==> src/hdl/piecewise_quadratic_eval_macros.svh <==
// Assertion macros shared by the piecewise quadratic evaluator RTL.
// Depends on nothing; taken in by the modules that check their own logic.
`ifndef PIECEWISE_QUADRATIC_EVAL_MACROS_SVH
`define PIECEWISE_QUADRATIC_EVAL_MACROS_SVH
// Consequent must hold in the same cycle as the antecedent.
`define PQE_ASSERT_IMP(label, clk, rst, ante, cons, msg) \
   label: assert property (@(posedge clk) disable iff (rst) (ante) |-> (cons)) \
      else $error(msg);
// Consequent must hold a fixed number of cycles after the antecedent.
`define PQE_ASSERT_DLY(label, clk, rst, ante, dly, cons, msg) \
   label: assert property (@(posedge clk) disable iff (rst) (ante) |-> ##dly (cons)) \
      else $error(msg);
`endif

==> src/hdl/pqe_pkg.sv <==
// Types, widths and codes shared by the piecewise quadratic evaluator.
// Depends on nothing; imported by every module of the block.
`default_nettype none
package pqe_pkg;

   localparam int DATA_W      = 32;
   localparam int FRAC_BITS   = 16;
   localparam int MAX_NODES   = 64;
   localparam int MIN_NODES   = 2;
   localparam int IDX_W       = $clog2(MAX_NODES);
   localparam int COUNT_W     = 7;
   localparam int COUNT_RESET = 2;

   localparam int QUEUE_DEPTH = 2;
   localparam int QPTR_W      = $clog2(QUEUE_DEPTH);
   localparam int QCNT_W      = $clog2(QUEUE_DEPTH + 1);

   // dx is one bit wider than the operands; the shared multiplier is DX_W square
   localparam int DX_W   = DATA_W + 1;
   localparam int MUL_W  = 2 * DX_W;
   localparam int T_W    = MUL_W - FRAC_BITS + 1;
   localparam int T_LO_W = (T_W - 1) / 2;
   localparam int T_HI_W = T_W - T_LO_W;
   localparam int ACC_W  = DX_W + T_W;
   localparam int SUM_W  = ACC_W - FRAC_BITS + 1;

   localparam int PADDR_W = 3;
   localparam int PDATA_W = 32;

   localparam logic signed [DATA_W-1:0] VALUE_MAX = {1'b0, {(DATA_W-1){1'b1}}};
   localparam logic signed [DATA_W-1:0] VALUE_MIN = {1'b1, {(DATA_W-1){1'b0}}};

   typedef enum logic {
      OP_WRITE = 1'b0,
      OP_EVAL  = 1'b1
   } op_type;

   typedef enum logic [PADDR_W-3:0] {
      CSR_NODE_COUNT = 1'b0
   } csr_reg_type;

   typedef struct packed {
      op_type                   op;
      logic [IDX_W-1:0]         entry_index;
      logic signed [DATA_W-1:0] node_pos;
      logic signed [DATA_W-1:0] coef_const;
      logic signed [DATA_W-1:0] coef_lin;
      logic signed [DATA_W-1:0] coef_quad;
      logic signed [DATA_W-1:0] query_x;
   } req_type;

   typedef struct packed {
      logic signed [DATA_W-1:0] value;
      logic [IDX_W-1:0]         segment;
      logic                     out_of_range;
      logic                     saturated;
   } rsp_type;

   // one table entry; for an evaluate word pos carries the query abscissa
   typedef struct packed {
      logic signed [DATA_W-1:0] pos;
      logic signed [DATA_W-1:0] coef_const;
      logic signed [DATA_W-1:0] coef_lin;
      logic signed [DATA_W-1:0] coef_quad;
   } entry_type;

   typedef struct packed {
      logic             is_eval;
      logic [IDX_W-1:0] index;
      entry_type        entry;
   } cmd_type;

   typedef struct packed {
      logic [IDX_W-1:0]         seg;
      logic                     oor;
      logic signed [DX_W-1:0]   dx;
      logic signed [DATA_W-1:0] coef_const;
      logic signed [DATA_W-1:0] coef_lin;
      logic signed [DATA_W-1:0] coef_quad;
   } job_type;

   typedef enum logic [2:0] {
      SR_IDLE,
      SR_LOW,
      SR_HIGH,
      SR_PROBE,
      SR_FETCH
   } search_state_type;

   typedef enum logic [2:0] {
      AR_IDLE,
      AR_MUL_Q,
      AR_SUM_T,
      AR_MUL_LO,
      AR_MUL_HI,
      AR_ACC,
      AR_FIN
   } arith_state_type;

endpackage
`default_nettype wire

==> src/hdl/pqe_arith.sv <==
// Back end, second half: quadratic evaluation on one shared multiplier and result register.
// Depends on pqe_pkg and piecewise_quadratic_eval_macros.svh.
`default_nettype none
`include "piecewise_quadratic_eval_macros.svh"
module pqe_arith import pqe_pkg::*; (
   input  wire logic    clock,
   input  wire logic    reset,
   input  wire logic    job_valid,
   input  wire job_type job_word,
   output logic         job_ready,
   output logic         rsp_valid,
   input  wire logic    rsp_ready,
   output rsp_type      rsp_word
);

   arith_state_type          state_ff;
   arith_state_type          state_in;
   job_type                  job_ff;
   logic signed [DX_W-1:0]   mul_a;
   logic signed [DX_W-1:0]   mul_b;
   logic signed [MUL_W-1:0]  mul_p;
   logic signed [MUL_W-1:0]  prod_ff;
   logic signed [T_W-1:0]    t_ff;
   logic signed [T_W-1:0]    t_in;
   logic signed [ACC_W-1:0]  acc_ff;
   logic signed [SUM_W-1:0]  sum;
   logic [SUM_W-DATA_W:0]    sum_top;
   logic                     sat;
   logic signed [DATA_W-1:0] value;
   logic                     job_accept;
   logic                     prod_en;
   logic                     t_en;
   logic                     acc_lo_en;
   logic                     acc_add_en;
   logic                     out_load;
   logic                     rsp_valid_ff;
   rsp_type                  rsp_word_ff;

   // t = a1 + floor(a2*dx), then dx*t as low and high halves of t
   always_comb begin
      mul_a = job_ff.dx;
      case (state_ff)
         AR_MUL_Q:  mul_b = DX_W'(job_ff.coef_quad);
         AR_MUL_LO: mul_b = $signed({{(DX_W-T_LO_W){1'b0}}, t_ff[T_LO_W-1:0]});
         AR_MUL_HI: mul_b = DX_W'($signed(t_ff[T_W-1:T_LO_W]));
         default:   mul_b = '0;
      endcase
   end

   assign mul_p = mul_a * mul_b;
   assign t_in  = T_W'(job_ff.coef_lin) + T_W'(prod_ff >>> FRAC_BITS);

   // add a0 and clip to the output width
   assign sum     = SUM_W'(job_ff.coef_const) + SUM_W'(acc_ff >>> FRAC_BITS);
   assign sum_top = sum[SUM_W-1:DATA_W-1];
   assign sat     = !((&sum_top) || !(|sum_top));
   assign value   = sat ? (sum[SUM_W-1] ? VALUE_MIN : VALUE_MAX) : sum[DATA_W-1:0];

   always_comb begin
      state_in = state_ff;
      unique case (state_ff)
         AR_IDLE:   if (job_valid) state_in = AR_MUL_Q;
         AR_MUL_Q:  state_in = AR_SUM_T;
         AR_SUM_T:  state_in = AR_MUL_LO;
         AR_MUL_LO: state_in = AR_MUL_HI;
         AR_MUL_HI: state_in = AR_ACC;
         AR_ACC:    state_in = AR_FIN;
         AR_FIN:    if (out_load) state_in = AR_IDLE;
         default:   state_in = AR_IDLE;
      endcase
   end

   always_comb begin
      job_ready  = 1'b0;
      prod_en    = 1'b0;
      t_en       = 1'b0;
      acc_lo_en  = 1'b0;
      acc_add_en = 1'b0;
      out_load   = 1'b0;
      unique case (state_ff) inside
         AR_IDLE:             job_ready = 1'b1;
         AR_MUL_Q, AR_MUL_LO: prod_en = 1'b1;
         AR_SUM_T:            t_en = 1'b1;
         AR_MUL_HI: begin
            prod_en   = 1'b1;
            acc_lo_en = 1'b1;
         end
         AR_ACC:              acc_add_en = 1'b1;
         AR_FIN:              out_load = !rsp_valid_ff || rsp_ready;
         default:             job_ready = 1'b0;
      endcase
   end

   assign job_accept = job_valid && job_ready;

   always_ff @(posedge clock) begin
      if (job_accept) begin
         job_ff <= job_word;
      end
      if (prod_en) begin
         prod_ff <= mul_p;
      end
      if (t_en) begin
         t_ff <= t_in;
      end
      if (acc_lo_en) begin
         acc_ff <= ACC_W'(prod_ff);
      end else if (acc_add_en) begin
         acc_ff <= acc_ff + (ACC_W'(prod_ff) <<< T_LO_W);
      end
      if (out_load) begin
         rsp_word_ff.value        <= value;
         rsp_word_ff.segment      <= job_ff.seg;
         rsp_word_ff.out_of_range <= job_ff.oor;
         rsp_word_ff.saturated    <= sat;
      end
   end

   always_ff @(posedge clock) begin
      if (reset) begin
         state_ff     <= AR_IDLE;
         rsp_valid_ff <= 1'b0;
      end else begin
         state_ff <= state_in;
         if (out_load) begin
            rsp_valid_ff <= 1'b1;
         end else if (rsp_ready) begin
            rsp_valid_ff <= 1'b0;
         end
      end
   end

   assign rsp_valid = rsp_valid_ff;
   assign rsp_word  = rsp_word_ff;

   `PQE_ASSERT_DLY(a_fixed_sequence, clock, reset, job_accept, 6, state_ff == AR_FIN, "evaluation sequence length changed")
   `PQE_ASSERT_IMP(a_sat_extreme, clock, reset, rsp_valid_ff && rsp_word_ff.saturated, rsp_word_ff.value == VALUE_MAX || rsp_word_ff.value == VALUE_MIN, "saturated value not at a limit")
   `PQE_ASSERT_DLY(a_rsp_held, clock, reset, rsp_valid_ff && !rsp_ready, 1, rsp_valid_ff && $stable(rsp_word_ff), "response word changed while stalled")

endmodule
`default_nettype wire
==> config.mk <==
export PLATFORM = sky130hd
export DESIGN_NAME = pqe_arith
export DESIGN_NICKNAME = d
export VERILOG_FILES = /design/src/hdl/pqe_pkg.sv /design/src/hdl/pqe_arith.sv
export VERILOG_INCLUDE_DIRS = /design/src /design/src/hdl
export SDC_FILE = /design/constraint.sdc
export NUM_CORES = 2
export LEC_CHECK = 0
export BUFFER_PORTS_ARGS = -buffer_cell sky130_fd_sc_hd__buf_4
export CAP_MARGIN = 20
export CORE_MARGIN = 2
export CORE_UTILIZATION = 65
export CTS_BUF_LIST = sky130_fd_sc_hd__clkbuf_8
export CTS_CLUSTER_SIZE = 24
export DETAILED_ROUTE_END_ITERATION = 6
export GPL_TIMING_DRIVEN = 0
export MAX_ROUTING_LAYER = met4
export PLACE_DENSITY = 0.83
export SYNTH_ARGS = -nofsm -noshare
export SYNTH_HDL_FRONTEND = slang
export SYNTH_SLANG_ARGS = --single-unit
==> constraint.sdc <==
create_clock -name clock -period 23.7 [get_ports clock]
set_clock_uncertainty 0.15 [all_clocks]
set_input_delay 4.74 -clock clock [delete_from_list [all_inputs] [get_ports clock]]
set_output_delay 4.74 -clock clock [all_outputs]
set_load 0.03 [all_outputs]
# Word-level counts from Yosys, hierarchy flattened
# Index checks and enable logic that the tools add are counted.
[classes]
n_addsub = 3
mul = 1
n_eq_ne = 8
muxes = 16
n_reduce_logical = 13
[op_table]
columns = ["operator", "count"]
rows = [
  ["2-to-1 mux 84 bit", 2],
  ["case mux 33 bit (3 select lines)", 1],
  ["adder 84 bit", 1],
  ["adder 32 x 68 -> 69 bit", 1],
  ["multiplier 33 x 33 -> 66 bit", 1],
  ["2-to-1 mux 32 bit", 2],
  ["adder 32 x 50 -> 51 bit", 1],
  ["AND reduction 38 bit", 1],
  ["OR reduction 38 bit", 1],
  ["case mux 3 bit (7 select lines)", 1],
  ["equality test 3 bit (second input constant)", 3],
  ["2-to-1 mux 1 bit", 8],
  ["equality test 3 x 2 -> 1 bit (second input constant)", 2],
  ["2-to-1 mux 3 bit", 2],
  ["inequality test 2 bit (second input constant)", 2],
  ["nonzero test 2 bit", 2],
  ["equality test 3 x 1 -> 1 bit (second input constant)", 1],
  ["zero test 1 bit", 3],
  ["zero test 3 bit", 1],
  ["OR reduction 3 bit", 1],
  ["logical OR 1 bit", 2],
  ["AND reduction 2 bit", 1],
  ["logical AND 1 bit", 1],
]
[totals]
reg_bits = 381
inputBits = 140
output_inout_bits = 42
wordCells = 56

# Logic depth before layout (Yosys ltp)
[depth]
word_depth = 5
ltp_mapped = 41
depth_no_buf = 35

# Least setup slack after synthesis
# No wires, ideal clock.
[synth_timing]
path_kind = "reg2reg"
startpoint = "reg state_ff[2]"
endpoint = "reg prod_ff[64], data pin"
setup_time_ns = 0.262
t_arrival_ns = 9.491
required_time_ns = 23.288
slack_ns = 13.797
stages_incl_launch_ff = 39
path_buffers = 5
period_less_slack_ns = 9.903
cell_sequence = "dfxtp_1 clkbuf_1 nor2b_1 nand2b_1 clkbuf_1 inv_1 clkbuf_1 clkbuf_1 nand2_1 o21ai_1 clkbuf_1 nand2_1 fa_1 inv_1 fa_1 inv_1 fa_1 fa_1 [... 3 more ...] fa_1 inv_1 fa_1 inv_1 ha_1 a21o_1 a221o_1 a21o_1 nor2_1 nand2_1 a41o_1 nand3_1 o21ai_0 a2111oi_1 o311ai_0 a311oi_1 o21bai_1 xor2_1"
[synth_between]
elab_chain_len = 3
word_cells_on_any_way = 5
cone_classes = "mul: 1; eq/ne: 3; mux: 1"
[synth_lines]
columns = ["element", "line_no", "text"]
rows = [
  ["start, declared", "pqe_arith.sv:16", "arith_state_type state_ff;"],
  ["start signal, assigned", "pqe_arith.sv:124", "state_ff <= state_in;"],
  ["equality test 3 bit, or another cell as far along", "pqe_arith.sv:42", "case (state_ff)"],
  ["case mux 33 bit (3 select lines) (*)", "pqe_arith.sv:42", ""],
  ["multiplier 33 x 33 -> 66 bit (*)", "pqe_arith.sv:50", "assign mul_p = mul_a * mul_b;"],
  ["named net mul_p[64]", "pqe_arith.sv:21", "logic signed [MUL_W-1:0] mul_p;"],
  ["end signal, assigned", "pqe_arith.sv:101", "prod_ff <= mul_p;"],
  ["end, declared", "pqe_arith.sv:22", "logic signed [MUL_W-1:0] prod_ff;"],
]
# The timed path passes the listed nets; every way through them passes the cells marked *.
# A chain may end at the register's enable or synchronous reset.

# Worst setup path in the final report
# Ends and elaborated chain as after synthesis.

==> flow_summary.json <==
{
  "rows": 112,
  "final_cells": 7968,
  "synth_cells": 6354,
  "critical_path_arrival_ns": 14.73,
  "worst_skew_pair.late_latency_ns": 0.77,
  "via_per_inst": 6.15,
  "dp.cells": 7818,
  "status": "complete, but fails checks",
  "crit_type": "register to register",
  "gp_congestion": 1.11,
  "layout.nets": 8321,
  "dr.max_layer_used": "met4",
  "synth_cell_types": 84,
  "drt_wl_total_um": 217000,
  "cts.repair.resized": 0,
  "grt_usage": 0.465,
  "grt_pass1_vias": 50527,
  "start_util": 0.658,
  "met1_length_um": 75800,
  "io_buffers": 181,
  "hold_viol": 0,
  "pre_cts_slack_ns": 9.94,
  "final_max_slew_viol_count": 0,
  "worstSetupEndpointType": "register",
  "antenna_found_initial": 15,
  "syn-num-nets": 8035,
  "synthArstFlopShare": 0,
  "hold_buffers": 0,
  "vias": 48971,
  "synth_area_per_cell_sq_um": 9.71,
  "firstDrtPassIters": 7,
  "die_area_sq_mm": 0.0974,
  "cts_buffers": 68,
  "dp.final_hpwl_um": 177000,
  "cp_slowest_cell": "fa_1",
  "synth_edf_count": 361,
  "fin_crit_sh": 0.608,
  "wl_met3_um": 26700,
  "grt_overflow_total": 0,
  "die_w_um": 312,
  "post-cts-setup-buffers": 0,
  "root_buffer": "clkbuf_8",
  "cts_tree": "built",
  "fmax_mhz": 69.4,
  "ys_ff_latch": 365,
  "tightest_slew_ns": 1.31,
  "crit_path_start_kind": "register",
  "cts_buffer_depth": 3,
  "dr_wl_met2_um": 94700,
  "yosysSeqAreaShare": 0.177,
  "route.antenna.remaining_nets": 0,
  "netlist_area_sq_mm": 0.0617,
  "grt_setup_unrepaired": "no",
  "violations": "DRC",
  "setup_viol": 0,
  "area_delta_synth_final_pct": 7.94,
  "cts_sinks": 365,
  "slowest_delay_ns": 1.11,
  "path_clk_slew_ns": 0.06,
  "wl_per_cell_um": 27.2,
  "drc": 2,
  "hp-class": "register to register",
  "grt_max_degree": 67,
  "yosys_warnings": 0,
  "htreeDepth": 3,
  "cap_violations": 0,
  "setup_ws_ns": 9.28,
  "maxSlewHeadroom": 0.127,
  "cp.required_ns": 24.01,
  "grt_pass1_wl_um": 317000,
  "die_y_um": 312,
  "critPathMaxFanout": 10,
  "io_pins": 182,
  "layout_min_cycle_time_ns": 14.42,
  "synth_flop_cell": "edfxtp_1",
  "core_area_sq_mm": 0.0937,
  "drive_gt1_frac": 0.0548,
  "fin_tns_setup_ns": 0,
  "drt_iter0_drc": 5376,
  "cpMostUsedCell": "fa_1"
}
-- critical path: cells and delay by family, from the launching register on --
family | cells | cell delay, ns
xor gates and xnor gates | 1 | 0.16
buffers and inverters | 11 | 3.85
and+or+nand+nor | 6 | 1.75
AOI/OAI and AO/OA | 5 | 2.31
adders and majority gates | 9 | 5.64
DFF | 1 | 0.30
-- flip-flops by register name, summed over array words and instances (netlist names) --
| register | cells |
|---|---|
| rsp_word | 40 |
| mul_a | 33 |
| job_ff | 103 |
| state_ff | 3 |
| rsp_valid | 1 |
| t_ff | 51 |
| prod_ff | 66 |
| acc_ff | 68 |
-- cell usage after synthesis (13+ instances only) --
| cell | number | area share |
|---|---|---|
| or3_1 | 13 | 0.0013 |
| a21o_1 | 118 | 0.014 |
| nor2b_1 | 464 | 0.047 |
| nor2_1 | 212 | 0.013 |
| nand4_1 | 35 | 0.0035 |
| a31oi_1 | 21 | 0.0021 |
| inv_1 | 1243 | 0.076 |
| xor2_1 | 84 | 0.012 |
| nand2_1 | 580 | 0.035 |
| edfxtp_1 | 361 | 0.18 |
| mux2i_1 | 56 | 0.0091 |
| nand3_1 | 53 | 0.0043 |
| o21bai_1 | 33 | 0.0040 |
| o21a_1 | 50 | 0.0061 |
| o21ai_1 | 19 | 0.0015 |
| clkbuf_1 | 258 | 0.016 |
| and3_1 | 25 | 0.0025 |
| nand2b_1 | 74 | 0.0075 |
| a21oi_1 | 282 | 0.023 |
| and2_1 | 230 | 0.023 |
| xnor2_1 | 136 | 0.019 |
| o21ai_0 | 157 | 0.013 |
| fa_1 | 1149 | 0.37 |
| nor3_1 | 51 | 0.0041 |
| a211oi_1 | 30 | 0.0037 |
| o211ai_1 | 25 | 0.0030 |
| ha_1 | 392 | 0.080 |
-- final cells by class --
class	instances	area [sq um]
Timing Repair Buffer	216	1790
Inverter	1244	4670
Buffer	275	1050
Antenna cell	23	57.6
Clock buffer	69	950
Tap cell	1254	1570
Sequential cell	365	10900
Clock inverter	52	478
Multi-Input combinational cell	4470	45100
Fill cell	6994	27200
-- placed cells by master, fill, tap and decap left out, types with 35 or more instances in the layout --
| cell | instances |
|---|---|
| a21o_1 | 118 |
| a21oi_1 | 279 |
| and2_1 | 229 |
| buf_4 | 194 |
| clkbuf_1 | 258 |
| clkbuf_8 | 69 |
| edfxtp_1 | 361 |
| fa_1 | 1149 |
| ha_1 | 392 |
| inv_1 | 1252 |
| mux2i_1 | 56 |
| nand2_1 | 579 |
| nand2b_1 | 74 |
| nand3_1 | 53 |
| nand4_1 | 35 |
| nor2_1 | 212 |
| nor2b_1 | 463 |
| nor3_1 | 51 |
| o21a_1 | 50 |
| o21ai_0 | 156 |
| xnor2_1 | 136 |
| xor2_1 | 84 |
-- final timing paths --
check / from / endpoint / slack [ns] / cells past startpoint
worst max-delay path: state_ff[2]$_SDFFE_PP0P_ / prod_ff[64]$_DFFE_PP_ / 9.28 / 32
worst min-delay path: job_ff[133]$_DFFE_PP_ / rsp_word[5]$_DFFE_PP_ / 0.28 / 0
worst max register to register: state_ff[2]$_SDFFE_PP0P_ / prod_ff[64]$_DFFE_PP_ / 9.28 / 32
worst min register to register: job_ff[133]$_DFFE_PP_ / rsp_word[5]$_DFFE_PP_ / 0.28 / 0
-- metal layers --
layer  vias up  GRT usage
met5         -          -
met4         0      0.316
met3       975      0.144
li1      20569          -
met1     24175      0.547
met2      3252      0.688
-- stage by stage --
step	hold slack (ns)	utilization	cell area [sq um]
5_1_grt	0.280	0.710	66600
3_3_place_gp	0.252	0.689	64600
6_report	0.279	0.710	66600
2_1_floorplan	0.250	-	61700
3_5_place_dp	0.263	0.694	65000
4_1_cts	0.278	0.709	66500
-- cell families (layout without fill, tap and decap cells) --
kind of cell / after synthesis / in the layout / synth area share
AO/OA/AOI/OAI: 849 / 849 / 0.0868
adder cells (fa/ha/maj): 1541 / 1541 / 0.452
buffers and inverters: 1519 / 1856 / 0.0928
multiplexers: 61 / 61 / 0.0101
flip-flops: 365 / 365 / 0.177
AND/OR/NAND/NOR: 1799 / 1799 / 0.150
XOR/XNOR: 220 / 220 / 0.0312
other: 0 / 23 / 0
Power is left out: the tool's default activity adds up to more than one toggle a clock period on the data nets, which glitch-free logic cannot reach.
