<file path="src/hdl/piecewise_quadratic_eval_macros.svh">
// Assertion macros shared by the piecewise quadratic evaluator RTL.
// Depends on nothing; taken in by the modules that check their own logic.
`ifndef PIECEWISE_QUADRATIC_EVAL_MACROS_SVH
`define PIECEWISE_QUADRATIC_EVAL_MACROS_SVH
// Consequent must hold in the same cycle as the antecedent.
`define PQE_ASSERT_IMP(label, clk, rst, ante, cons, msg) \
   label: assert property (@(posedge clk) disable iff (rst) (ante) |-> (cons)) \
      else $error(msg);
// Consequent must hold a fixed number of cycles after the antecedent.
`define PQE_ASSERT_DLY(label, clk, rst, ante, dly, cons, msg) \
   label: assert property (@(posedge clk) disable iff (rst) (ante) |-> ##dly (cons)) \
      else $error(msg);
`endif

</file>
<file path="src/hdl/pqe_pkg.sv">
// Types, widths and codes shared by the piecewise quadratic evaluator.
// Depends on nothing; imported by every module of the block.
`default_nettype none
package pqe_pkg;

   localparam int DATA_W      = 32;
   localparam int FRAC_BITS   = 16;
   localparam int MAX_NODES   = 64;
   localparam int MIN_NODES   = 2;
   localparam int IDX_W       = $clog2(MAX_NODES);
   localparam int COUNT_W     = 7;
   localparam int COUNT_RESET = 2;

   localparam int QUEUE_DEPTH = 2;
   localparam int QPTR_W      = $clog2(QUEUE_DEPTH);
   localparam int QCNT_W      = $clog2(QUEUE_DEPTH + 1);

   // dx is one bit wider than the operands; the shared multiplier is DX_W square
   localparam int DX_W   = DATA_W + 1;
   localparam int MUL_W  = 2 * DX_W;
   localparam int T_W    = MUL_W - FRAC_BITS + 1;
   localparam int T_LO_W = (T_W - 1) / 2;
   localparam int T_HI_W = T_W - T_LO_W;
   localparam int ACC_W  = DX_W + T_W;
   localparam int SUM_W  = ACC_W - FRAC_BITS + 1;

   localparam int PADDR_W = 3;
   localparam int PDATA_W = 32;

   localparam logic signed [DATA_W-1:0] VALUE_MAX = {1'b0, {(DATA_W-1){1'b1}}};
   localparam logic signed [DATA_W-1:0] VALUE_MIN = {1'b1, {(DATA_W-1){1'b0}}};

   typedef enum logic {
      OP_WRITE = 1'b0,
      OP_EVAL  = 1'b1
   } op_type;

   typedef enum logic [PADDR_W-3:0] {
      CSR_NODE_COUNT = 1'b0
   } csr_reg_type;

   typedef struct packed {
      op_type                   op;
      logic [IDX_W-1:0]         entry_index;
      logic signed [DATA_W-1:0] node_pos;
      logic signed [DATA_W-1:0] coef_const;
      logic signed [DATA_W-1:0] coef_lin;
      logic signed [DATA_W-1:0] coef_quad;
      logic signed [DATA_W-1:0] query_x;
   } req_type;

   typedef struct packed {
      logic signed [DATA_W-1:0] value;
      logic [IDX_W-1:0]         segment;
      logic                     out_of_range;
      logic                     saturated;
   } rsp_type;

   // one table entry; for an evaluate word pos carries the query abscissa
   typedef struct packed {
      logic signed [DATA_W-1:0] pos;
      logic signed [DATA_W-1:0] coef_const;
      logic signed [DATA_W-1:0] coef_lin;
      logic signed [DATA_W-1:0] coef_quad;
   } entry_type;

   typedef struct packed {
      logic             is_eval;
      logic [IDX_W-1:0] index;
      entry_type        entry;
   } cmd_type;

   typedef struct packed {
      logic [IDX_W-1:0]         seg;
      logic                     oor;
      logic signed [DX_W-1:0]   dx;
      logic signed [DATA_W-1:0] coef_const;
      logic signed [DATA_W-1:0] coef_lin;
      logic signed [DATA_W-1:0] coef_quad;
   } job_type;

   typedef enum logic [2:0] {
      SR_IDLE,
      SR_LOW,
      SR_HIGH,
      SR_PROBE,
      SR_FETCH
   } search_state_type;

   typedef enum logic [2:0] {
      AR_IDLE,
      AR_MUL_Q,
      AR_SUM_T,
      AR_MUL_LO,
      AR_MUL_HI,
      AR_ACC,
      AR_FIN
   } arith_state_type;

endpackage
`default_nettype wire

</file>
<file path="src/hdl/pqe_front.sv">
// Front end: accepts request words, classifies them and queues them.
// Depends on pqe_pkg.
`default_nettype none
module pqe_front import pqe_pkg::*; (
   input  wire logic    clock,
   input  wire logic    reset,
   input  wire logic    req_valid,
   output logic         req_ready,
   input  wire req_type req_word,
   output logic         cmd_valid,
   output cmd_type      cmd_word,
   input  wire logic    cmd_pop
);

   cmd_type              cmd_in;
   cmd_type              queue_ff [QUEUE_DEPTH];
   logic [QPTR_W-1:0]    wr_ptr_ff;
   logic [QPTR_W-1:0]    rd_ptr_ff;
   logic [QCNT_W-1:0]    count_ff;
   logic                 push;
   logic                 pop;

   // fold the query abscissa into the position slot of an evaluate word
   always_comb begin
      cmd_in.is_eval           = (req_word.op == OP_EVAL);
      cmd_in.index             = req_word.entry_index;
      cmd_in.entry.pos         = cmd_in.is_eval ? req_word.query_x : req_word.node_pos;
      cmd_in.entry.coef_const  = req_word.coef_const;
      cmd_in.entry.coef_lin    = req_word.coef_lin;
      cmd_in.entry.coef_quad   = req_word.coef_quad;
   end

   assign req_ready = (count_ff != QCNT_W'(QUEUE_DEPTH));
   assign cmd_valid = (count_ff != '0);
   assign cmd_word  = queue_ff[rd_ptr_ff];
   assign push      = req_valid && req_ready;
   assign pop       = cmd_pop && cmd_valid;

   always_ff @(posedge clock) begin
      if (push) begin
         queue_ff[wr_ptr_ff] <= cmd_in;
      end
   end

   always_ff @(posedge clock) begin
      if (reset) begin
         wr_ptr_ff <= '0;
         rd_ptr_ff <= '0;
         count_ff  <= '0;
      end else begin
         if (push) begin
            wr_ptr_ff <= wr_ptr_ff + QPTR_W'(1);
         end
         if (pop) begin
            rd_ptr_ff <= rd_ptr_ff + QPTR_W'(1);
         end
         case ({push, pop})
            2'b10:   count_ff <= count_ff + QCNT_W'(1);
            2'b01:   count_ff <= count_ff - QCNT_W'(1);
            default: count_ff <= count_ff;
         endcase
      end
   end

endmodule
`default_nettype wire

</file>
<file path="config.mk">
export PLATFORM = sky130hd
export DESIGN_NAME = pqe_front
export DESIGN_NICKNAME = d
export VERILOG_FILES = /design/src/hdl/piecewise_quadratic_eval_macros.svh /design/src/hdl/pqe_pkg.sv /design/src/hdl/pqe_front.sv
export SDC_FILE = /design/constraint.sdc
export NUM_CORES = 1
export LEC_CHECK = 0
export CAP_MARGIN = 20
export CORE_MARGIN = 5
export CORE_UTILIZATION = 45
export DETAILED_ROUTE_END_ITERATION = 10
export DONT_BUFFER_PORTS = 1
export GPL_TIMING_DRIVEN = 0
export PLACE_DENSITY_LB_ADDON = 0.15
export SLEW_MARGIN = 20
export SYNTH_ARGS = -nofsm -noshare
export SYNTH_HDL_FRONTEND = slang
export SYNTH_SLANG_ARGS = --single-unit
</file>
<file path="constraint.sdc">
create_clock -name clock -period 10.95 [get_ports clock]
set_input_delay 1.6425 -clock clock [delete_from_list [all_inputs] [get_ports clock]]
set_output_delay 1.6425 -clock clock [all_outputs]
set_load 0.1 [all_outputs]
</file>
# Yosys cells after proc, flatten, opt, wreduce, memory -nomap -nowiden
# Memory sizes are Yosys's and may differ from the RTL's. A register that Yosys moved wholly into a read port is not among the register bits.
# Index checks and enable logic that the tools add are counted.
totals:
  register_bits: 4
  ram_bits: 270
  input_bits: 171
  out_inout_bits: 137
  word_cells: 21
  mem_count: 1
classes:
  addsub: 4
  eq_ne: 3
  n_mux: 6
  n_reduce_logical: 4
memory_table:
  columns: ["name", "words", "word_bits", "read_ports", "rd_ports_with_merged_regs", "wr", "line", "rtl"]
  rows:
  - ["queue_ff", 2, 135, 1, 1, 1, "pqe_front.sv:16", "cmd_type queue_ff [QUEUE_DEPTH];"]
op_table:
  columns: ["cell", "count"]
  rows:
  - ["32-bit 2-to-1 mux", 1]
  - ["1-bit 2-to-1 mux", 4]
  - ["2-bit one-hot mux with 2 select lines", 1]
  - ["2-bit nonzero test", 2]
  - ["1-bit adder, second input constant", 2]
  - ["2-bit by 1-bit adder with 2-bit output, second input constant", 1]
  - ["2-bit by 1-bit equality test with 1-bit output, second input constant", 1]
  - ["2-bit equality test, second input constant", 1]
  - ["1-bit logical AND", 2]
  - ["2-bit != test, second input constant", 1]
  - ["2-bit by 1-bit subtractor with 2-bit output, second input constant", 1]

# Longest topological paths before layout
# Gate-level depths: netlist of the first run.
depth:
  ltp_word: 4
  ltp_mapped: 6
  mapped_depth_nobuf: 6

# Worst setup path after synthesis of the first run
# No wires, ideal clock.
synth_path:
  path_type: "input to register"
  startpoint: "input port req_valid"
  endpoint: "memory queue_ff[1][0] (netlist bit), enable pin"
  setup_time_ns: 0.511
  arrival_ns: 4.797
  required_time_ns: 10.439
  setup_slack_ns: 5.642
  cell_stages: 1
  n_path_buf: 0
  path_cell_list: "and3_1"
synth_via:
  elab_chain_len: 3
synth_lines:
  columns: ["element", "line", "rtl"]
  rows:
  - ["from (decl)", "pqe_front.sv:7", "input wire logic req_valid,"]
  - ["1-bit logical AND", "pqe_front.sv:36", "assign push = req_valid && req_ready;"]
  - ["1-bit 2-to-1 mux", "pqe_front.sv:40", "if (push) begin"]
  - ["1-bit 2-to-1 mux (implied by the code)", "pqe_front.sv:41", "queue_ff[wr_ptr_ff] <= cmd_in;"]
  - ["to (decl)", "pqe_front.sv:16", null]
# No other way between the ends.

==> results of run 1 <==
-- placed cells by master, fill, tap and decap left out, types with 2 or more instances in the layout --
cell       count
a21oi_1        2
buf_16         4
nor2_1         3
clkbuf_16     29
clkinv_1       7
clkinv_2       9
edfxtp_1     270
buf_2         12
mux2_2       165
xnor2_1        2
dfxtp_1        5
buf_6          6
clkbuf_1       7
mux2_1         2
-- synthesized netlist by cell type --
cell type  count  area (sq um)
xnor2_1        2          17.5
mux2_2       165          1860
and3_1         1          6.26
a21oi_1        2          10.0
a21bo_2        1          10.0
edfxtp_1     270          8110
inv_1          1          3.75
ha_1           1          12.5
or2_2          1          6.26
clkbuf_1       1          3.75
xor2_1         1          8.76
nand3b_1       1          7.51
nor2_1         3          11.3
mux2_1         2          22.5
nand2b_1       1          6.26
dfxtp_1        5           100
nand2_1        1          3.75
o21ai_0        1          5.00
buf_6          6          67.6
or3_1          1          6.26
o21a_1         1          7.51
buf_2         12          60.1
-- how the worst max path moves through the flow --
stage	slack [ns]	endpoint	cells past startpoint
after floorplan	5.64	queue_ff[1][0]	1
after global placement	4.04	queue_ff[1][60]	1
after detailed placement	7.69	cmd_word[110]	4
after CTS	7.12	cmd_word[92]	4
after global routing	7.10	cmd_word[110]	4
final	7.21	cmd_word[92]	4
-- state kept, by name, summed over array words and instances (netlist names), named ones only --
register and flops:
wr_ptr_ff 1, rd_ptr_ff 1, queue_ff 270, count_ff 2
-- layer usage --
layer  wire length [microns]  vias up  track usage
li1                        -     1975            -
met1                    6760     2174        0.154
met2                   10500      185        0.263
met3                    2150       39       0.0692
met4                     454        4       0.0399
met5                      27        -            0
-- kinds of logic (layout without fill, tap and decap cells) --
group,Yosys count,in the layout
buffers and inverters,20,78
and+or+nand+nor,9,9
xor gates and xnor gates,3,3
adders and majority gates,1,1
DFF,275,275
AOI/OAI and AO/OA,5,5
muxes,167,167
-- critical path, stage by stage, from the launching register on --
cell and delay [ns]:
dfxtp_1 0.30, buf_2 0.27, buf_6 0.24, buf_6 0.18
mux2_2 0.57
-- metrics by stage --
| stage | setup WS (ns) | cells | instance area (sq um) |
|---|---|---|---|
| CTS | 7.12 | 821 | 11700 |
| finish | 7.21 | 823 | 11700 |
| detailed placement | 7.69 | 768 | 10800 |
| global placement | 4.04 | 765 | 10700 |
| floorplan | 5.64 | 480 | 10300 |
| global route | 7.10 | 823 | 11700 |
-- final cells by class --
type	instances	area share
buffer	19	0.0112
clock buffer	34	0.0637
clock inverter	19	0.0102
inverter	1	0.000963
multi-input combinational	185	0.171
sequential	275	0.702
tap	285	0.0305
timing repair buffer	5	0.00974
==> key figures, run 1 <==
Clock network
  – # resized after CTS: 0
  – Reg clk slew, reported paths: around 0.05 ns
  – H-tree levels: 1
  – Root buf cell: clkbuf_16
  – Num CTS Buffers: 29
  – CTS Hold Bufs: 0
  – Post-CTS Repair Setup Buffers: 0
  – Latest clock arrival within the worst-skew pair: approximately 0.53 ns
  – Sinks on Clock Net: ~280
  – TritonCTS clock tree: built
  – Clock Path Buffers: 3

Timing
  – Setup Skew: about 0.0092 ns
  – Min cycle time layout: around 3.7 ns
  – Max transition margin: 0.584
  – Max Slew Vio Count: 0
  – Hold Slack: roughly 0.52 ns
  – Hold Violations, Final: 0
  – Share of the clock period used by the worst path: 0.341
  – Fmax: ~0.27 GHz
  – Setup total negative slack: 0 ns
  – Slew @ Worst Pin: 0.624 ns
  – RSZ-0062 raised after global routing: no
  – Final Setup Violations: 0

Setup path
  – CP arrival: 2.10 ns
  – Worst Setup End Kind: output pin
  – Worst endpoint required time: just over 9 ns
  – Crit Reg-Reg Endpoint: queue_ff[0][73]
  – Internal reg-to-reg setup slack: approximately 8.5 ns
  – CP Launch Type: register
  – Crit path max fanout: 10
  – FF-to-FF path depth: 6
  – Reg2reg start: count_ff[0]
  – Setup CP Type: register to output pin

Layout
  – ANT cells: 0
  – Seq. cell area: between 8000 and 9000 sq um
  – Fin util: 0.516
  – Fill count: approximately 1800
  – Layout cells sized above 1: 0.431
  – Area delta synth->final: 13.0%
  – Area occupied by multi-input gates: 2000 sq um
  – # nets final: 688

Die
  – I/O Pins: 308
  – Row Count: 55
  – Die W: 162 microns
  – Die ar.: around 26000 sq um
  – Die Ht: around 160 microns
  – Core Area: ~23000 sq um
  – Starting Density: 0.457

Global routing
  – Initial antenna violation count: 2
  – GR Overflow Total: 0
  – Total GRT Usage: 0.146
  – First-pass GRT wire length: just under 30000 microns
  – Largest net degree at the start of global routing: 73
  – Number of global-route vias before repair: approximately 4800

Place
  – Detail Placement HPWL: approximately 14000 microns
  – IO Port Bufs: 0
  – Gpl congestion: roughly 0.7

Route
  – Post-route DRC: 0
  – Vias per cell: between 5 and 6
  – Antenna-violating nets left: 0
  – Routed WL per cell: around 24 microns
  – Via count: 4377
  – DR pass1 iterations: 4
  – Drt initial violations: ~230
  – Final WL: around 20000 microns

Yosys
  – Netlist cell types: 22
  – Post-synthesis mux area share: 0.182
  – Seq/Total Area, Yosys: 0.794
  – Flip-flop and latch count after synthesis: about 280
  – Syn Area/Cell: 21.5 sq um
  – Mapped Nets: 652
  – Post-Synth XOR/XNOR Area: 0.00254
  – Synth Instances: 480
  – Mapped cell area: roughly 10000 sq um
  – Adder-Cell Fraction of Synth Area: 0.00121
  – Synth Area in Compound Gates: 0.00315
  – Synth Area in Simple Gates: 0.00460
  – Largest family of logic cells by synthesized area: multiplexers
  – Syn. warnings: 0

Worst hold path
  – Min-Delay Path Depth: 2
  – Hold Crit Class: register to register
  – Min-delay src: rd_ptr_ff

Run
  – Max Cap Viol: 0

Outcome
  – Status: finished clean
Power of run 1 is left out: the tool's default activity adds up to more than one toggle a clock period on the data nets, which glitch-free logic cannot reach.
==> run 2: changes to the inputs <==
Clock period 10.95 ns to 3.86 ns, I/O delays scaled along.
==> run 2 against run 1 <==
- worst setup slack worse by 6.1 ns
- sequential cell count unchanged
- core utilization up 0.14 points
- critical path depth up 2
- via count is 1.0% higher
- non-clock buffer count is 1 higher
- routed wire length is 1.8% higher
- register-to-register slack worse by 7.4 ns
- critical path type is now register to register
==> key figures, run 2 (synthesized netlist as in run 1, its figures left out) <==
Timing
  – Final Setup Violations: 0 (unchanged)
  – Share of the clock period used by the worst path: 0.717
  – Max transition margin: 0.565 (-0.0196)
  – Max Slew Vio Count: 0 (unchanged)
  – RSZ-0062 raised after global routing: no
  – Hold Violations, Final: 0 (unchanged)
  – Setup Skew: 0.0136 ns (+0.00445 ns)
  – Fmax: approximately 0.36 GHz
  – Slew @ Worst Pin: 0.653 ns (+0.0294 ns)
  – Min cycle time layout: around 2.8 ns

Setup path
  – Setup CP Type: register to register
  – Worst endpoint required time: 4.12 ns (-5.19 ns)
  – Worst path max stage delay: 0.52 ns (-0.05 ns)
  – Worst-path cell chain: nand2b_2, nand3b_1, clkinvlp_4, buf_12, buf_12, buf_12
  – Crit path max fanout: 32 (+22)
  – Critical path origin: count_ff[0]
  – CP Launch Type: register
  – Reg2reg start: count_ff[0]
  – CP dominant cell by count: buf_12
  – Crit Reg-Reg Endpoint: queue_ff[0][43]
  – Slowest CP cell: clkinvlp_4
  – FF-to-FF path depth: 6 (unchanged)
  – Internal reg-to-reg setup slack: 1.09 ns (-7.42 ns)
  – CP endpoint: queue_ff[0][43]
  – Worst Setup End Kind: register
  – CP arrival: 3.03 ns (+0.93 ns)

Clock network
  – Reg clk slew, reported paths: 0.06 ns (about the same)
  – Root buf cell: clkbuf_16
  – Sinks on Clock Net: 275 (unchanged)
  – Clock Path Buffers: 3 (unchanged)
  – CTS Hold Bufs: 0 (unchanged)
  – Num CTS Buffers: 28 (-3.4%)
  – TritonCTS clock tree: built
  – Post-CTS Repair Setup Buffers: 0 (unchanged)
  – H-tree levels: 1 (unchanged)
  – Latest clock arrival within the worst-skew pair: 0.52 ns (about the same)
  – # resized after CTS: 0 (unchanged)

Die
  – Row Count: 55 (unchanged)
  – Core Area: 22600 sq um (unchanged)
  – Die W: 162 microns (unchanged)
  – Die Ht: 162 microns (unchanged)
  – Starting Density: 0.457 (unchanged)
  – I/O Pins: 308 (unchanged)
  – Die ar.: 26100 sq um (unchanged)

Route
  – Post-route DRC: 0 (unchanged)
  – Drt initial violations: 242 (+4.3%)
  – Antenna-violating nets left: 0 (unchanged)
  – DR pass1 iterations: 7 (+3)
  – Final WL: 20300 microns (+1.8%)
  – Routed WL per cell: 24.7 microns (+1.9%)
  – Via count: 4421 (+1.0%)
  – Vias per cell: 5.38 (+1.1%)

Place
  – Gpl congestion: 0.731 (+3.4%)
  – DP Area: 10800 sq um (+0.48%)
  – Detail Placement HPWL: 14400 microns (+3.2%)
  – IO Port Bufs: 0 (unchanged)

Global routing
  – First-pass GRT wire length: 29500 microns (+0.49%)
  – GR Overflow Total: 0 (unchanged)
  – Largest net degree at the start of global routing: 50 (-32%)
  – Total GRT Usage: 0.147 (+0.00115)
  – Initial antenna violation count: 0 (-2)
  – Number of global-route vias before repair: 4804 (+0.27%)

Layout
  – Most frequent cells in the layout: edfxtp_1, mux2_2, clkbuf_16
  – Area delta synth->final: 13.3%
  – Fill count: 1759 (-1.4%)
  – Most common cell after layout, fill and taps aside: edfxtp_1
  – Max reg flops: 270 (unchanged)
  – Layout cells sized above 1: 0.428 (-0.00292)
  – Most flop-heavy register: queue_ff
  – # nets final: 688 (unchanged)
  – ANT cells: 0 (unchanged)
  – Regs by FF count: queue_ff x270, count_ff x2
  – Final Cell Area: 11700 sq um (+0.27%)

Worst hold path
  – Min-delay src: reset
  – Hold Crit Class: input port to register

Run
  – Max Cap Viol: 0 (unchanged)

Outcome
  – Status: finished clean
[run 2: worst max-delay path: cells and delay by family, from the launching register on]
kind / cells / cell delay [ns]
flip-flops: 1 / 0.35
AND/OR/NAND/NOR: 2 / 0.83
buffers and inverters: 4 / 1.28
[run 2: layout make-up]
class | instances | area, sq um | share of cell area
Tap cell | 285 | 357 | 0.0304
Buffer | 19 | 131 | 0.0112
Clock inverter | 12 | 111 | 0.00950
Clock buffer | 39 | 763 | 0.0651
Multi-Input combinational cell | 185 | 2010 | 0.171
Inverter | 1 | 7.51 | 0.000641
Sequential cell | 275 | 8210 | 0.700
Timing Repair Buffer | 6 | 135 | 0.0115
[run 2: per-stage QoR]
| step | utilization | setup TNS, ns | instances | hold slack (ns) | setup slack (ns) |
|---|---|---|---|---|---|
| 3_3_place_gp | 0.473 | -120.50 | 765 | 0.502 | -0.790 |
| 6_report | 0.518 | 0 | 822 | 0.120 | 1.09 |
| 2_1_floorplan | - | 0 | 480 | 0.481 | 0.334 |
| 3_5_place_dp | 0.479 | 0 | 771 | 0.504 | 1.09 |
| 4_1_cts | 0.518 | 0 | 822 | 0.0894 | 1.08 |
| 5_1_grt | 0.518 | 0 | 822 | 0.0924 | 0.968 |
[run 2: layer usage]
layer	vias to the layer above	part of all wire	GRT usage
met5	-	0	0
met4	0	0.017	0.0322
met3	26	0.11	0.0684
met2	229	0.52	0.267
met1	2190	0.35	0.157
li1	1976	-	-
[run 2: how the worst min path moves through the flow]
stage	endpoint	slack, ns	cells past startpoint
3_3_place_gp	rd_ptr_ff	0.50	2
4_1_cts	register	0.09	1
3_5_place_dp	register	0.50	2
6_report	register	0.12	1
5_1_grt	register	0.09	1
2_1_floorplan	register	0.48	2
Power of run 2 is left out for the same reason.
